$ cat config.mk
export PLATFORM = sky130hd
export DESIGN_NAME = button_autorepeat_controller_flat
export DESIGN_NICKNAME = d
export VERILOG_FILES = /design/src/hdl/bac_pkg.sv /design/src/hdl/bac_if.sv /design/src/hdl/button_autorepeat_controller.sv /design/src/hdl/bac_cfg_regs.sv /design/src/hdl/bac_in_stage.sv /design/src/hdl/bac_core.sv /design/src/flat_wrapper.sv
export SDC_FILE = /design/constraint.sdc
export NUM_CORES = 1
export LEC_CHECK = 0
export ABC_AREA = 1
export ABC_CLOCK_PERIOD_IN_PS = 3350
export BUFFER_PORTS_ARGS = -buffer_cell sky130_fd_sc_hd__buf_4
export CORE_MARGIN = 2
export CORE_UTILIZATION = 60
export DETAILED_ROUTE_END_ITERATION = 7
export HOLD_SLACK_MARGIN = 0.12
export PLACE_DENSITY = 0.78
export SYNTH_ARGS = -nofsm -noshare
export SYNTH_HDL_FRONTEND = slang
export SYNTH_SLANG_ARGS = --single-unit
export TNS_END_PERCENT = 20
$ cat constraint.sdc
create_clock -name clk -period 3.35 [get_ports clk]
set_input_delay 1.005 -clock clk [delete_from_list [all_inputs] [get_ports clk]]
set_output_delay 1.005 -clock clk [all_outputs]
set_load 0.01 [all_outputs]
$ cat src/hdl/bac_pkg.sv
`timescale 1ns / 1ps
// ----------------------------------------------------------------------------
// Button auto-repeat package
// Shared types, codes and constants for the button auto-repeat controller.
// ----------------------------------------------------------------------------
package bac_pkg;

  localparam int NUM_BUTTONS = 10;
  localparam int BUTTON_W    = 4;
  localparam int TIME_W      = 32;
  localparam int CFG_W       = 16;
  localparam int CFG_INDEX_W = 2;
  localparam int DPAD_W      = 2;

  localparam logic [BUTTON_W-1:0] BTN_A      = 4'd4;
  localparam logic [BUTTON_W-1:0] BTN_B      = 4'd5;
  localparam logic [BUTTON_W-1:0] BTN_L      = 4'd6;
  localparam logic [BUTTON_W-1:0] BTN_R      = 4'd7;
  localparam logic [BUTTON_W-1:0] BTN_SELECT = 4'd8;
  localparam logic [BUTTON_W-1:0] BTN_LIMIT  = 4'd10;
  localparam logic [BUTTON_W-1:0] DPAD_LIMIT = 4'd4;

  localparam logic [CFG_INDEX_W-1:0] CFG_INITIAL_DELAY   = 2'd0;
  localparam logic [CFG_INDEX_W-1:0] CFG_REPEAT_INTERVAL = 2'd1;

  localparam logic [CFG_W-1:0] INITIAL_DELAY_RESET   = 16'd400;
  localparam logic [CFG_W-1:0] REPEAT_INTERVAL_RESET = 16'd100;

  typedef enum logic [1:0] {
    OP_PRESS      = 2'd0,
    OP_RELEASE    = 2'd1,
    OP_TICK       = 2'd2,
    OP_FOCUS_LOST = 2'd3
  } opcode_t;

  typedef struct packed {
    opcode_t               opcode;
    logic [BUTTON_W-1:0]   button;
    logic [TIME_W-1:0]     time_ms;
  } item_t;

  typedef struct packed {
    logic [CFG_W-1:0] initial_delay_ms;
    logic [CFG_W-1:0] repeat_interval_ms;
  } cfg_t;

endpackage

$ cat src/hdl/bac_if.sv
`timescale 1ns / 1ps
// ----------------------------------------------------------------------------
// Button auto-repeat channel interfaces
// Command, event and configuration channels with valid/ready handshakes.
// ----------------------------------------------------------------------------
interface bac_cmd_if;
  logic        valid;
  logic        ready;
  logic [1:0]  opcode;
  logic [3:0]  button;
  logic [31:0] time_ms;

  modport source (output valid, output opcode, output button, output time_ms,
                  input ready);
  modport sink (input valid, input opcode, input button, input time_ms,
                output ready);
endinterface

interface bac_evt_if;
  logic       valid;
  logic       ready;
  logic [3:0] event_button;
  logic       released;
  logic       mod_a;
  logic       mod_b;
  logic       mod_l;
  logic       mod_r;
  logic       mod_select;

  modport source (output valid, output event_button, output released,
                  output mod_a, output mod_b, output mod_l, output mod_r,
                  output mod_select, input ready);
  modport sink (input valid, input event_button, input released,
                input mod_a, input mod_b, input mod_l, input mod_r,
                input mod_select, output ready);
endinterface

interface bac_cfg_if;
  logic        valid;
  logic        ready;
  logic [1:0]  reg_index;
  logic [15:0] data;

  modport source (output valid, output reg_index, output data, input ready);
  modport sink (input valid, input reg_index, input data, output ready);
endinterface

$ cat src/hdl/button_autorepeat_controller.sv
`timescale 1ns / 1ps
// ----------------------------------------------------------------------------
// Button auto-repeat controller
// Press, release, repeat and focus handling for ten logical buttons.
// ----------------------------------------------------------------------------
// The block takes one request per clock on cmd while evt is not stalled and
// returns at most one event per request on evt. A request passes the input
// register and then the event register, with the mask, repeat and deadline
// update in between; a request with no event still passes the input register.
// cmd.ready follows evt.ready combinationally through the input register, so
// a stalled event holds the queued request, and a full input register holds cmd.
// Registers on cfg (index 0 initial delay, index 1 repeat interval, in ms) are
// always ready and should be written only while no request is in flight.
module button_autorepeat_controller
  import bac_pkg::*;
(
  input  logic      clk,
  input  logic      rst,
  bac_cmd_if.sink   cmd,
  bac_evt_if.source evt,
  bac_cfg_if.sink   cfg
);

  cfg_t  regs;
  item_t item;
  logic  item_valid;
  logic  take;

  bac_cfg_regs u_cfg_regs (
    .clk  (clk),
    .rst  (rst),
    .cfg  (cfg),
    .regs (regs)
  );

  bac_in_stage u_in_stage (
    .clk        (clk),
    .rst        (rst),
    .cmd        (cmd),
    .take       (take),
    .item_valid (item_valid),
    .item       (item)
  );

  bac_core u_core (
    .clk        (clk),
    .rst        (rst),
    .regs       (regs),
    .item_valid (item_valid),
    .item       (item),
    .take       (take),
    .evt        (evt)
  );

endmodule

$ cat src/hdl/bac_cfg_regs.sv
`timescale 1ns / 1ps
// ----------------------------------------------------------------------------
// Button auto-repeat configuration registers
// Holds the initial delay and the repeat interval written over the cfg port.
// ----------------------------------------------------------------------------
module bac_cfg_regs
  import bac_pkg::*;
(
  input  logic      clk,
  input  logic      rst,
  bac_cfg_if.sink   cfg,
  output cfg_t      regs
);

  assign cfg.ready = 1'b1;

  always_ff @(posedge clk) begin
    if (rst) begin
      regs.initial_delay_ms   <= INITIAL_DELAY_RESET;
      regs.repeat_interval_ms <= REPEAT_INTERVAL_RESET;
    end else if (cfg.valid) begin
      case (cfg.reg_index)
        CFG_INITIAL_DELAY:   regs.initial_delay_ms   <= cfg.data;
        CFG_REPEAT_INTERVAL: regs.repeat_interval_ms <= cfg.data;
        default: ;
      endcase
    end
  end

endmodule

$ cat src/hdl/bac_in_stage.sv
`timescale 1ns / 1ps
// ----------------------------------------------------------------------------
// Button auto-repeat input stage
// Registers one request from the command channel until the core takes it.
// ----------------------------------------------------------------------------
module bac_in_stage
  import bac_pkg::*;
(
  input  logic      clk,
  input  logic      rst,
  bac_cmd_if.sink   cmd,
  input  logic      take,
  output logic      item_valid,
  output item_t     item
);

  logic load;

  // The slot refills in the same cycle the core drains it.
  assign cmd.ready = !item_valid || take;
  assign load      = cmd.valid && cmd.ready;

  always_ff @(posedge clk) begin
    if (rst) begin
      item_valid <= 1'b0;
    end else if (cmd.ready) begin
      item_valid <= cmd.valid;
    end
  end

  always_ff @(posedge clk) begin
    if (load) begin
      item.opcode  <= opcode_t'(cmd.opcode);
      item.button  <= cmd.button;
      item.time_ms <= cmd.time_ms;
    end
  end

endmodule

$ cat src/hdl/bac_core.sv
`timescale 1ns / 1ps
// ----------------------------------------------------------------------------
// Button auto-repeat core
// Held mask, repeat state and deadline, plus the registered event output.
// ----------------------------------------------------------------------------
module bac_core
  import bac_pkg::*;
(
  input  logic      clk,
  input  logic      rst,
  input  cfg_t      regs,
  input  logic      item_valid,
  input  item_t     item,
  output logic      take,
  bac_evt_if.source evt
);

  logic [NUM_BUTTONS-1:0] held_mask;
  logic [NUM_BUTTONS-1:0] held_mask_next;
  logic                   repeat_on;
  logic                   repeat_on_next;
  logic [DPAD_W-1:0]      repeat_target;
  logic [DPAD_W-1:0]      repeat_target_next;
  logic [TIME_W-1:0]      next_deadline;
  logic [TIME_W-1:0]      next_deadline_next;

  logic                   emit;
  logic [BUTTON_W-1:0]    emit_button;
  logic                   emit_released;
  logic                   button_ok;
  logic [NUM_BUTTONS-1:0] bit_sel;
  logic                   is_held;
  logic [TIME_W-1:0]      since_deadline;
  logic                   out_free;

  assign out_free = !evt.valid || evt.ready;
  assign take     = item_valid && out_free;

  assign button_ok      = item.button < BTN_LIMIT;
  assign bit_sel        = button_ok ? (NUM_BUTTONS'(1) << item.button) : '0;
  assign is_held        = |(held_mask & bit_sel);
  assign since_deadline = item.time_ms - next_deadline;

  always_comb begin
    held_mask_next     = held_mask;
    repeat_on_next     = repeat_on;
    repeat_target_next = repeat_target;
    next_deadline_next = next_deadline;
    emit               = 1'b0;
    emit_button        = item.button;
    emit_released      = 1'b0;
    case (item.opcode)
      OP_PRESS: begin
        if (button_ok && !is_held) begin
          held_mask_next = held_mask | bit_sel;
          emit           = 1'b1;
          if (item.button < DPAD_LIMIT) begin
            repeat_on_next     = 1'b1;
            repeat_target_next = item.button[DPAD_W-1:0];
            next_deadline_next = item.time_ms + TIME_W'(regs.initial_delay_ms);
          end
        end
      end
      OP_RELEASE: begin
        if (is_held) begin
          held_mask_next = held_mask & ~bit_sel;
          emit           = 1'b1;
          emit_released  = 1'b1;
          if (item.button == {{(BUTTON_W-DPAD_W){1'b0}}, repeat_target} ||
              item.button == BTN_A || item.button == BTN_B) begin
            repeat_on_next = 1'b0;
          end
        end
      end
      OP_TICK: begin
        // Due when the wrapped distance past the deadline is non-negative.
        if (repeat_on && !since_deadline[TIME_W-1]) begin
          emit               = 1'b1;
          emit_button        = {{(BUTTON_W-DPAD_W){1'b0}}, repeat_target};
          next_deadline_next = item.time_ms + TIME_W'(regs.repeat_interval_ms);
        end
      end
      OP_FOCUS_LOST: begin
        held_mask_next = '0;
        repeat_on_next = 1'b0;
      end
      default: ;
    endcase
  end

  always_ff @(posedge clk) begin
    if (rst) begin
      held_mask     <= '0;
      repeat_on     <= 1'b0;
      repeat_target <= '0;
      next_deadline <= '0;
    end else if (take) begin
      held_mask     <= held_mask_next;
      repeat_on     <= repeat_on_next;
      repeat_target <= repeat_target_next;
      next_deadline <= next_deadline_next;
    end
  end

  always_ff @(posedge clk) begin
    if (rst) begin
      evt.valid <= 1'b0;
    end else if (out_free) begin
      evt.valid <= take && emit;
    end
  end

  always_ff @(posedge clk) begin
    if (take && emit) begin
      evt.event_button <= emit_button;
      evt.released     <= emit_released;
      evt.mod_a        <= held_mask_next[BTN_A];
      evt.mod_b        <= held_mask_next[BTN_B];
      evt.mod_l        <= held_mask_next[BTN_L];
      evt.mod_r        <= held_mask_next[BTN_R];
      evt.mod_select   <= held_mask_next[BTN_SELECT];
    end
  end

endmodule

$ cat src/flat_wrapper.sv
// flat-port wrapper written by rule: the top's interface ports become plain ports
module button_autorepeat_controller_flat import bac_pkg::*;
  (clk, rst, cmd_valid, cmd_opcode, cmd_button, cmd_time_ms, cmd_ready, evt_valid, evt_event_button, evt_released, evt_mod_a, evt_mod_b, evt_mod_l, evt_mod_r, evt_mod_select, evt_ready, cfg_valid, cfg_reg_index, cfg_data, cfg_ready);
  bac_cmd_if cmd_i ();
  bac_evt_if evt_i ();
  bac_cfg_if cfg_i ();
  input  logic clk;
  input  logic rst;
  input wire logic [$bits(cmd_i.valid)-1:0] cmd_valid;
  input wire logic [$bits(cmd_i.opcode)-1:0] cmd_opcode;
  input wire logic [$bits(cmd_i.button)-1:0] cmd_button;
  input wire logic [$bits(cmd_i.time_ms)-1:0] cmd_time_ms;
  output wire logic [$bits(cmd_i.ready)-1:0] cmd_ready;
  output wire logic [$bits(evt_i.valid)-1:0] evt_valid;
  output wire logic [$bits(evt_i.event_button)-1:0] evt_event_button;
  output wire logic [$bits(evt_i.released)-1:0] evt_released;
  output wire logic [$bits(evt_i.mod_a)-1:0] evt_mod_a;
  output wire logic [$bits(evt_i.mod_b)-1:0] evt_mod_b;
  output wire logic [$bits(evt_i.mod_l)-1:0] evt_mod_l;
  output wire logic [$bits(evt_i.mod_r)-1:0] evt_mod_r;
  output wire logic [$bits(evt_i.mod_select)-1:0] evt_mod_select;
  input wire logic [$bits(evt_i.ready)-1:0] evt_ready;
  input wire logic [$bits(cfg_i.valid)-1:0] cfg_valid;
  input wire logic [$bits(cfg_i.reg_index)-1:0] cfg_reg_index;
  input wire logic [$bits(cfg_i.data)-1:0] cfg_data;
  output wire logic [$bits(cfg_i.ready)-1:0] cfg_ready;
  assign cmd_i.valid = cmd_valid;
  assign cmd_i.opcode = cmd_opcode;
  assign cmd_i.button = cmd_button;
  assign cmd_i.time_ms = cmd_time_ms;
  assign cmd_ready = cmd_i.ready;
  assign evt_valid = evt_i.valid;
  assign evt_event_button = evt_i.event_button;
  assign evt_released = evt_i.released;
  assign evt_mod_a = evt_i.mod_a;
  assign evt_mod_b = evt_i.mod_b;
  assign evt_mod_l = evt_i.mod_l;
  assign evt_mod_r = evt_i.mod_r;
  assign evt_mod_select = evt_i.mod_select;
  assign evt_i.ready = evt_ready;
  assign cfg_i.valid = cfg_valid;
  assign cfg_i.reg_index = cfg_reg_index;
  assign cfg_i.data = cfg_data;
  assign cfg_ready = cfg_i.ready;
  button_autorepeat_controller u_core (.clk(clk), .rst(rst), .cmd(cmd_i), .evt(evt_i), .cfg(cfg_i));
endmodule
## Word level (Yosys, flattened, before mapping)

Index checks and enable logic that the tools add are counted.

- Register bits after elaboration: 127
- Bits of input ports: 61
- Output and inout bits: 13
- Word-level logic and storage cells: 84

- $add $sub $neg: 3
- $lt $le $gt $ge: 2
- Equal/unequal tests: 12
- Shift-type cells: 1
- Mux-type cells: 19
- Bitwise logic cells: 4
- Reductions and logical operators: 24

Operator list:

| kind | number |
|---|---|
| $mux 32 | 3 |
| $add 32x16->32 | 2 |
| $pmux 32 s2 | 1 |
| $sub 32x32->32 | 1 |
| $mux 10 | 3 |
| $pmux 10 s3 | 1 |
| $and 10x10->10 | 2 |
| $ne 2x2->1 const B | 5 |
| $not 10->10 | 1 |
| $or 10x10->10 | 1 |
| $reduce_or 10->1 | 1 |
| $shl 1x4->10 const A | 1 |
| $eq 4x3->1 const B | 2 |
| $mux 4 | 2 |
| $reduce_and 4->1 | 2 |
| $mux 1 | 7 |
| $pmux 1 s3 | 2 |
| $reduce_and 6->1 | 1 |
| $logic_and 1x1->1 | 5 |
| $reduce_and 5->1 | 1 |
| $eq 2x1->1 const B | 2 |
| $eq 2x2->1 const B | 2 |
| $eq 4x2->1 | 1 |
| $logic_not 1->1 | 4 |
| other kinds (7) | 12 |

## Longest topological paths before layout

Gate-level depths: netlist of the first run.

- Depth after elaboration: 9
- Depth in mapped cells: 21
- Mapped depth without buffers: 20

## Hierarchy

Synthesis of the first run repeated with hierarchy kept, for this count alone.

- Cells, all modules: 1111
- Area, all modules: 7753.7 um^2

By module, submodules not included:

| module | instances | cells each | area an instance (um^2) | seq. area each (um^2) |
|---|---|---|---|---|
| bac_core | 1 | 866 | 5221.3 | 1221.2 |
| bac_cfg_regs | 1 | 201 | 1343.8 | 640.6 |
| bac_in_stage | 1 | 44 | 1188.6 | 1161.1 |

## Worst setup path before layout of the first run

OpenSTA, ideal clock, no wires.

- Kind: reg2reg
- Start: register u_core.u_in_stage.item[36] (netlist name)
- End: register u_core.u_core.next_deadline[28]
- Setup time: 0.115 ns
- Data arrival time: 2.887 ns
- Slack: 0.348 ns
- Stages on the path, launching flop included: 20
- Buffers on the path: 1
- Clock period less this slack: 3.002 ns
- Cells stage by stage: edfxtp_1 > nor2_1 > clkinv_1 > clkbuf_1 > nand2_1 > nand2_1 > ha_1 > fa_1 > nand3_1 > nand2_1 > nand3_1 > nand2_1 > nand3b_1 > o21ai_0 > nand2_1 > nand2_1 > nand2_1 > nand3_1 > nand2_1 > nor2_1

- Word-level cells in the longest chain between the ends: 3
- Elaborated cells on any way between the ends: 8
- Those cells by class: eq/ne: 4; mux: 1; reduce/logical: 3

Ends and longest elaborated chain:

| what | line | source |
|---|---|---|
| $eq 2x2->1 or $logic_not 2->1 (tied branches) | bac_core.sv:52 | `case (item.opcode)` |
| $ne 2x2->1 (no source line) or $reduce_bool 2->1 (tied branches) | - |  |
| $reduce_and 5->1 (no source line) | - |  |
| end signal: assignment | bac_core.sv:101 | `next_deadline <= next_deadline_next;` |
| end: declaration | bac_core.sv:24 | `logic [TIME_W-1:0] next_deadline;` |

Several ways; a longest one is shown, not always the timed one.
A chain may end at the register's enable or synchronous reset.

## Worst setup path after layout of the first run

- Start: register u_core.u_in_stage.item[36] (netlist name)
- End: register u_core.u_core.next_deadline[27]

- Word-level cells in the longest chain between the ends: 3
- Elaborated cells on any way between the ends: 8
- Those cells by class: eq/ne: 4; mux: 1; reduce/logical: 3

Ends and longest elaborated chain:

| what | line |
|---|---|
| $eq 2x2->1 or $logic_not 2->1 (tied branches) | bac_core.sv:52 |
| $ne 2x2->1 (no source line) or $reduce_bool 2->1 (tied branches) | - |
| $reduce_and 5->1 (no source line) | - |

Several ways; a longest one is shown, not always the timed one.

==> key figures, run 1 <==
Outcome
  – Result of the run: completed

Critical path
  – Worst path cell trace: nor2_1 -> clkinv_1 -> buf_4 -> nand2_1 -> nand2_1 -> ha_1 -> nand2_1 -> o21ai_0 -> nand2_1 -> nand2_1 -> nand2_1 -> nand2_1 -> nand2_1 -> nand2_1 -> nand3_1 -> nand2_1 -> nand3_1 -> nand2_1 -> nor2_1
  – Critical path arrival: 3.24 ns
  – Reg2reg end: u_core.u_core.next_deadline[27]
  – Crit Path Max Fanout: 18
  – Flop-to-flop setup slack: 0.43 ns
  – WP data required: 3.67 ns
  – Crit Reg-Reg Startpoint: u_core.u_in_stage.item[36]
  – Largest stage delay on the critical path: 0.45 ns
  – Setup CP Type: register to register
  – Crit. End Element: register
  – Critical Path Source Type: register
  – Most common cell type on the critical path: nand2_1
  – Worst path slowest cell: edfxtp_1
  – Worst r2r path cells: 19

Pwr
  – Seq pwr share: 41.8%
  – P_sw: 1100 uW
  – Power Density: 483 mW/mm^2
  – Switching share of total power: 26.4%
  – VDD IR max: 0.000381 V
  – Pleak: 0.00402 uW
  – Clock power frac: 43.7%
  – Gate power share: 14.5%
  – Int Pwr: 3070 uW

Clock network
  – Root buffer cell: clkbuf_16
  – Post-CTS Setup Inserts: 0
  – Clk sink count: 127
  – Clock Pin Slew Worst Setup and Hold Paths: 0.06 ns
  – Hold buffers post-CTS: 0
  – CTS tree: built
  – Skew-Pair Late Insertion Delay: 0.42 ns
  – CTS Buf Count: 17
  – CTS H-tree depth: 4
  – CTS Buffer Depth: 2
  – Resized cells post-CTS: 0

Floorplanning
  – Placeable core region: 0.0120 sq mm
  – Die Y: 115 um
  – I/O pin count: 74
  – Starting Density: 61.3%
  – Die W: 115 um
  – Die area: 0.0132 sq mm
  – Row cnt: 40

Yosys
  – Mapped Area: 0.00736 sq mm
  – Synth cell types: 35
  – Post-Synthesis Cells: 1022
  – Sequential share of the synthesized area: 41.1%
  – Async S/R FF share, synth: 0%
  – Main synth FF type: dfxtp_1
  – Top cells by area, synth: dfxtp_1 21%, edfxtp_1 20%, nand2_1 14%
  – Synth Warn #: 0
  – Mapped Avg Cell Area: 7.20 sq um
  – Synth top area share: 21.5%
  – Syn_nets: 1130
  – Synth area leader: dfxtp_1
  – Register bit total from synthesis: 127
  – Post-synth EDFFs: 48

Global route
  – Vias in the first global route: 6293
  – Antenna violations before repair: 0
  – Grt met3 use: 6.22%
  – Global route total overflow: 0
  – Busiest layer in global routing: met2
  – First-pass GRT wire length: 29400 um
  – Largest net degree at the start of global routing: 65
  – Met2 GRT Util: 45.6%
  – GR Util All Layers: 28.1%
  – Global-route track usage on met1: 38.1%

Routing
  – DRC viols: 0
  – Vias per cell: 5.34
  – Via total after detailed routing: 6696
  – Initial DRC Count: 532
  – Routed length per instance: 14.1 um
  – DRT Pass-1 Iters: 5
  – Post-Route WL: 17600 um
  – DRT antenna net count: 0

Timing
  – Time the worst path needs with I/O delays and setup: 2.92 ns
  – F_max: 342 MHz
  – Min setup slack post-route: 0.428 ns
  – Final Hold Viols: 0
  – Clock skew: 0.0109 ns
  – Fin crit share: 87.2%
  – TNS Setup: 0 ns
  – Slew margin rel.: 39.7%
  – Worst Max-Slew Pin Slew: 0.904 ns
  – RSZ-0062 raised after global routing: no
  – Final setup violation count: 0
  – Final Max Slew Viols: 0

Place
  – GP Congestion: 0.904
  – Port buffer count: 72
  – Placed insts: 1222
  – Pre-CTS WS: 0.497 ns
  – DP HPWL: 12700 um

Layout
  – N_diodes: 0
  – Layout cell share with drive strength beyond 1: 11.1%
  – # fillers: 1021
  – Layout area overhead: 17.4%
  – Post-Layout Cell Count: 1254
  – Net count reported at finish: 1202
  – Fin util: 72.0%

Min path
  – Hold path depth: 2
  – HP Class: register to register
  – Worst hold path endpoint: u_core.u_cfg_regs.regs[5]
  – Hold path start: u_core.u_cfg_regs.regs[5]

Job
  – Max-cap violations: 0
## worst max path at each step
stage | slack (ns) | startpoint | endpoint | depth (start not counted)
after global routing | 0.11 | u_core.u_in_stage.item[37] | u_core.u_core.next_deadline[31] | 20
after CTS | 0.46 | u_core.u_in_stage.item[36] | u_core.u_core.next_deadline[28] | 19
after detailed placement | 0.50 | u_core.u_in_stage.item[36] | u_core.u_core.next_deadline[28] | 19
final | 0.43 | u_core.u_in_stage.item[36] | u_core.u_core.next_deadline[27] | 19
after global placement | 0.57 | u_core.u_in_stage.item[36] | u_core.u_core.next_deadline[28] | 15
after floorplan | 0.35 | u_core.u_in_stage.item[36] | u_core.u_core.next_deadline[28] | 19
## synthesized netlist by cell type (2+ instances only)
master / number
nor3_1: 6
dfxtp_1: 79
o21a_1: 4
nor3_2: 2
nand4_1: 10
o211ai_1: 2
edfxtp_1: 48
buf_1: 4
xor2_1: 5
xnor2_1: 18
inv_2: 4
clkbuf_1: 17
a21oi_1: 80
o21ai_0: 56
ha_1: 46
nor4_1: 2
nand3_1: 68
nor2_1: 156
a21o_1: 4
nand2_1: 273
buf_4: 8
nand3b_1: 8
inv_1: 110
## cell usage in the layout, fill, tap and decap left out, drive strengths merged
cell	n
nand2	274
a21oi	81
inv	117
a21o	4
conb	1
buf	83
nor2	157
fa	1
xor2	5
nand3	69
o21a	4
a211oi	1
clkbuf	26
nand3b	8
edfxtp	48
o311a	1
clkinv	2
clkinvlp	2
nor3	8
o211ai	2
nand4	10
o221ai	1
o21ai	56
nor4	2
and3	1
dfxtp	79
xnor2	18
ha	46
## power groups by stage
stage	Sequential, uW	Combinational (uW)	Clock (uW)
after floorplan	1750	428	0
after global placement	1770	588	0
after detailed placement	1770	596	0
after CTS	1740	603	1840
after global routing	1750	689	1890
final	1740	606	1820
## sequential cells by signal, summed over array words and instances (netlist names)
signal	cells
u_core.u_in_stage.item	38
u_core.u_cfg_regs.regs	32
u_core.u_core.next_deadline	32
u_core.u_core.held_mask	10
u_core.u_core.evt.event_button	4
u_core.u_core.repeat_target	2
u_core.u_core.evt.mod_a	1
u_core.u_core.evt.mod_b	1
u_core.u_core.evt.mod_l	1
u_core.u_core.evt.mod_r	1
u_core.u_core.evt.mod_select	1
u_core.u_core.evt.released	1
u_core.u_core.evt.valid	1
u_core.u_core.repeat_on	1
u_core.u_in_stage.item_valid	1
## cells by family after synthesis
kind of cell | share of synthesized area [%]
XOR/XNOR | 2.74
AND/OR/NAND/NOR | 29.4
adder cells (fa/ha/maj) | 8.09
buffers and inverters | 7.82
other | 0.0509
AO/OA/AOI/OAI | 10.8
flip-flops | 41.1
## critical path, delay by kind of cell (launching register included)
family                     cells  cell delay [ns]
buffers and inverters          2             0.28
adders and majority gates      1             0.37
and+or+nand+nor               15             1.37
DFF                            1             0.45
AOI/OAI and AO/OA              1             0.35
## stage by stage
step / cell area, sq um / hold slack [ns] / power, uW
2_1_floorplan: 7360 / 0.429 / 2180
3_3_place_gp: 8050 / 0.451 / 2360
3_5_place_dp: 8050 / 0.453 / 2370
4_1_cts: 8650 / 0.479 / 4180
5_1_grt: 8650 / 0.496 / 4330
6_report: 8650 / 0.469 / 4170
## routing by layer
metal | vias to the layer above | wire, um | share of wire (%)
li1 | 3468 | - | -
met1 | 2994 | 8180 | 46
met2 | 212 | 8130 | 46
met3 | 22 | 1100 | 6.2
met4 | 0 | 224 | 1.3
met5 | - | 0 | 0
## layout make-up
| class | count | area [sq um] | share of cell area (%) |
|---|---|---|---|
| clock inverters | 6 | 38.8 | 0.449 |
| repair buffers | 83 | 648 | 7.50 |
| flip-flops and latches | 127 | 3020 | 35.0 |
| well taps | 147 | 184 | 2.13 |
| multi-input cells | 750 | 3770 | 43.6 |
| clock buffers | 26 | 554 | 6.41 |
| inverters | 115 | 432 | 4.99 |
Power figures use the tool's default switching activity.
==> run 2, diff against run 1 <==
ABC_AREA = default   (was 1)
CORE_UTILIZATION = 59   (was 60)
PLACE_DENSITY = 0.77   (was 0.78)
==> run 2 against run 1 <==
Effect of this change: critical path depth decreased by 5; synthesized area decreased by 8.6%; synthesized cell count shrank 28%; total power shrank 9.9%; routed wire length shrank 16%; non-clock buffer count up 6; combinational power down 31%; first-iteration DRC count fell by 38%; cell count is 23% lower; critical path type unchanged; critical endpoint is now u_core.u_core.next_deadline[26]; largest power group is now sequential cells; highest routed layer unchanged.
==> key figures, run 2 <==
Yosys
  – Synth cell types: 55
  – Synth Area in Compound Gates: 14.5%
  – Sequential share of the synthesized area: 44.9%
  – Mapped Area: 0.00673 sq mm
  – Post-synthesis mux area share: 2.99%
  – Synth Warn #: 0
  – Largest family of logic cells by synthesized area: simple AND/OR/NAND/NOR gates
  – Mapped Avg Cell Area: 9.16 sq um
  – Synth top area share: 23.5%
  – Syn_nets: 842
  – Simple-gate share of the synthesized area: 19.6%
  – Most common cell in the netlist: nand2_1
  – Post-Synthesis Cells: 734
  – Main synth FF type: dfxtp_1
  – Synth Area in Adders: 8.85%
  – Register bit total from synthesis: 127
  – XOR/XNOR Fraction of Synth Area: 4.17%
  – Top cells by area, synth: dfxtp_1 24%, edfxtp_1 21%, ha_1 8.6%
  – Commonest cells post-synth: 141 x nand2_1, 79 x dfxtp_1, 65 x nor2_1, 63 x a21oi_1, 48 x edfxtp_1
  – Synth area leader: dfxtp_1
  – Post-synth EDFFs: 48
  – Async S/R FF share, synth: 0%

Clock network
  – Skew-Pair Late Insertion Delay: 0.42 ns
  – CTS tree: built
  – CTS H-tree depth: 4
  – CTS Buffer Depth: 2
  – Root buffer cell: clkbuf_16
  – Clock Pin Slew Worst Setup and Hold Paths: 0.05 ns
  – Clk sink count: 127
  – CTS Buf Count: 17

Critical path
  – Crit Reg-Reg Startpoint: u_core.u_in_stage.item[36]
  – Reg2reg end: u_core.u_core.next_deadline[26]
  – Setup CP Type: register to register
  – WP data required: 3.61 ns
  – Worst path cell trace: nand2b_2 -> buf_4 -> nand2_1 -> nand2_1 -> ha_1 -> o21ai_0 -> o21ai_0 -> a41oi_2 -> o21ai_2 -> o211ai_1 -> buf_4 -> nor4_1 -> xnor2_1 -> a211oi_2
  – Largest stage delay on the critical path: 0.40 ns
  – Crit. End Element: register
  – Critical Path Start: u_core.u_in_stage.item[36]
  – Flop-to-flop setup slack: 0.22 ns
  – Critical Path Source Type: register
  – Worst r2r path cells: 14
  – Critical Path Sink: u_core.u_core.next_deadline[26]
  – Critical path arrival: 3.38 ns
  – Worst path slowest cell: edfxtp_1
  – Crit Path Max Fanout: 8

Layout
  – N_diodes: 0
  – Net count reported at finish: 917
  – Commonest non-fill, non-tap cell in the layout: nand2_1
  – Layout area overhead: 18.6%
  – Most frequent cells in the layout: 141 x nand2_1, 87 x buf_4, 79 x dfxtp_1
  – Most flop-heavy register: u_core.u_in_stage.item
  – Largest regs: u_core.u_in_stage.item (38), u_core.u_cfg_regs.regs (32), u_core.u_core.next_deadline (32)
  – Fin util: 72.7%
  – Max reg flops: 38
  – Layout cell share with drive strength beyond 1: 18.1%

Floorplanning
  – Starting Density: 61.2%
  – Die area: 0.0123 sq mm
  – I/O pin count: 74
  – Die Y: 111 um
  – Row cnt: 38
  – Placeable core region: 0.0110 sq mm
  – Die W: 111 um

Global route
  – Vias in the first global route: 5268
  – First-pass GRT wire length: 24300 um
  – Antenna violations before repair: 0
  – Global route total overflow: 0
  – Largest net degree at the start of global routing: 80
  – GR Util All Layers: 24.5%

Routing
  – Vias per cell: 5.64
  – DRT antenna net count: 0
  – Initial DRC Count: 331
  – Post-Route WL: 14700 um
  – DRT Pass-1 Iters: 5
  – Routed length per instance: 15.3 um
  – DRC viols: 0
  – Via total after detailed routing: 5427

Place
  – GP Congestion: 0.865
  – DP HPWL: 10300 um
  – Port buffer count: 72

Timing
  – Final Max Slew Viols: 0
  – Clock skew: 0.00466 ns
  – Final Hold Viols: 0
  – Fin crit share: 93.3%
  – Final setup violation count: 0
  – Slew margin rel.: 38.5%
  – F_max: 320 MHz
  – Hold Slack: 0.453 ns
  – Time the worst path needs with I/O delays and setup: 3.13 ns
  – Worst Max-Slew Pin Slew: 0.922 ns
  – RSZ-0062 raised after global routing: yes

Job
  – Max-cap violations: 0

Pwr
  – Pleak: 0.00311 uW
  – VDD IR max: 0.000467 V
  – Power Density: 471 mW/mm^2

Outcome
  – Result of the run: completed

Min path
  – HP Class: register to register
## run 2: cell types whose count changed in the layout (fill, tap and decap cells not counted), moves of 8 or more
cell | previous run | this run
nand3_1 | 68 | 12
a211oi_2 | 0 | 19
a21oi_1 | 80 | 62
nor2b_1 | 0 | 11
nand2b_1 | 0 | 8
mux2i_1 | 0 | 19
nor3_1 | 6 | 16
inv_1 | 109 | 40
o21ai_0 | 56 | 18
nor2_1 | 156 | 65
xnor2_1 | 18 | 26
nand2_1 | 272 | 141
## run 2: final cells by class
| class | instances | area (sq um) |
|---|---|---|
| Multi-Input combinational cell | 534 | 3420 |
| Sequential cell | 127 | 3020 |
| Fill cell | 835 | 3000 |
| Timing Repair Buffer | 89 | 693 |
| Clock buffer | 26 | 490 |
| Tap cell | 140 | 175 |
| Inverter | 40 | 150 |
| Clock inverter | 6 | 32.5 |
## run 2: critical path, delay by kind of cell, from the launching register on
family	cells	cell delay [ns]
buffers and inverters	2	0.36
AND/OR/NAND/NOR	4	0.65
adder cells (fa/ha/maj)	1	0.35
AO/OA/AOI/OAI	6	1.01
XOR/XNOR	1	0.18
flip-flops	1	0.40
## run 2: power breakdown
part | switching (uW) | total (uW) | internal, uW
logic | 229 | 421 | 191
registers | 46.1 | 1710 | 1660
clock network | 632 | 1630 | 1000
total | 908 | 3760 | 2850
## run 2: worst min path at each step
stage | endpoint | cells past startpoint | start | slack, ns
finish | u_core.u_cfg_regs.regs[19] | 2 | u_core.u_cfg_regs.regs[19] | 0.45
global route | u_core.u_cfg_regs.regs[7] | 2 | u_core.u_cfg_regs.regs[7] | 0.47
CTS | u_core.u_cfg_regs.regs[7] | 2 | u_core.u_cfg_regs.regs[7] | 0.46
detailed placement | u_core.u_cfg_regs.regs[19] | 2 | u_core.u_cfg_regs.regs[19] | 0.45
global placement | u_core.u_cfg_regs.regs[10] | 2 | u_core.u_cfg_regs.regs[10] | 0.44
floorplan | u_core.u_cfg_regs.regs[0] | 2 | u_core.u_cfg_regs.regs[0] | 0.44
## run 2: cells by family after synthesis
kind of cell / count (synthesis)
simple gates: 292
mux: 20
buf+inv: 73
flops: 127
xor+xnor: 32
other cells: 1
fa+ha+maj: 47
compound gates: 142
## run 2: stage by stage
step                      setup slack (ns)  cells  area, sq um  power [uW]  setup TNS (ns)
after detailed placement             0.110    929         7420        2140               0
final                                0.224    962         7980        3760               0
after CTS                           0.0799    961         7940        3780               0
after global placement               0.214    929         7420        2130               0
after floorplan                     0.0267    734         6740        2000               0
after global routing               -0.0406    962         7980        3900         -0.0455
## run 2: repair_timing
| item | 4_1_cts | 5_1_grt |
|---|---|---|
| buffers inserted | 0 | 1 |
| hold buffers | 0 | 0 |
| resized for setup | 0 | 7 |
| setup endpoints to repair | 0 | 16 |
## run 2: routing by layer
metal,track usage (%),up-vias,wire (um)
met5,0,-,0
met2,41.4,176,7210
met4,8.75,0,265
met1,30.0,2532,6310
li1,-,2689,-
met3,6.83,30,948
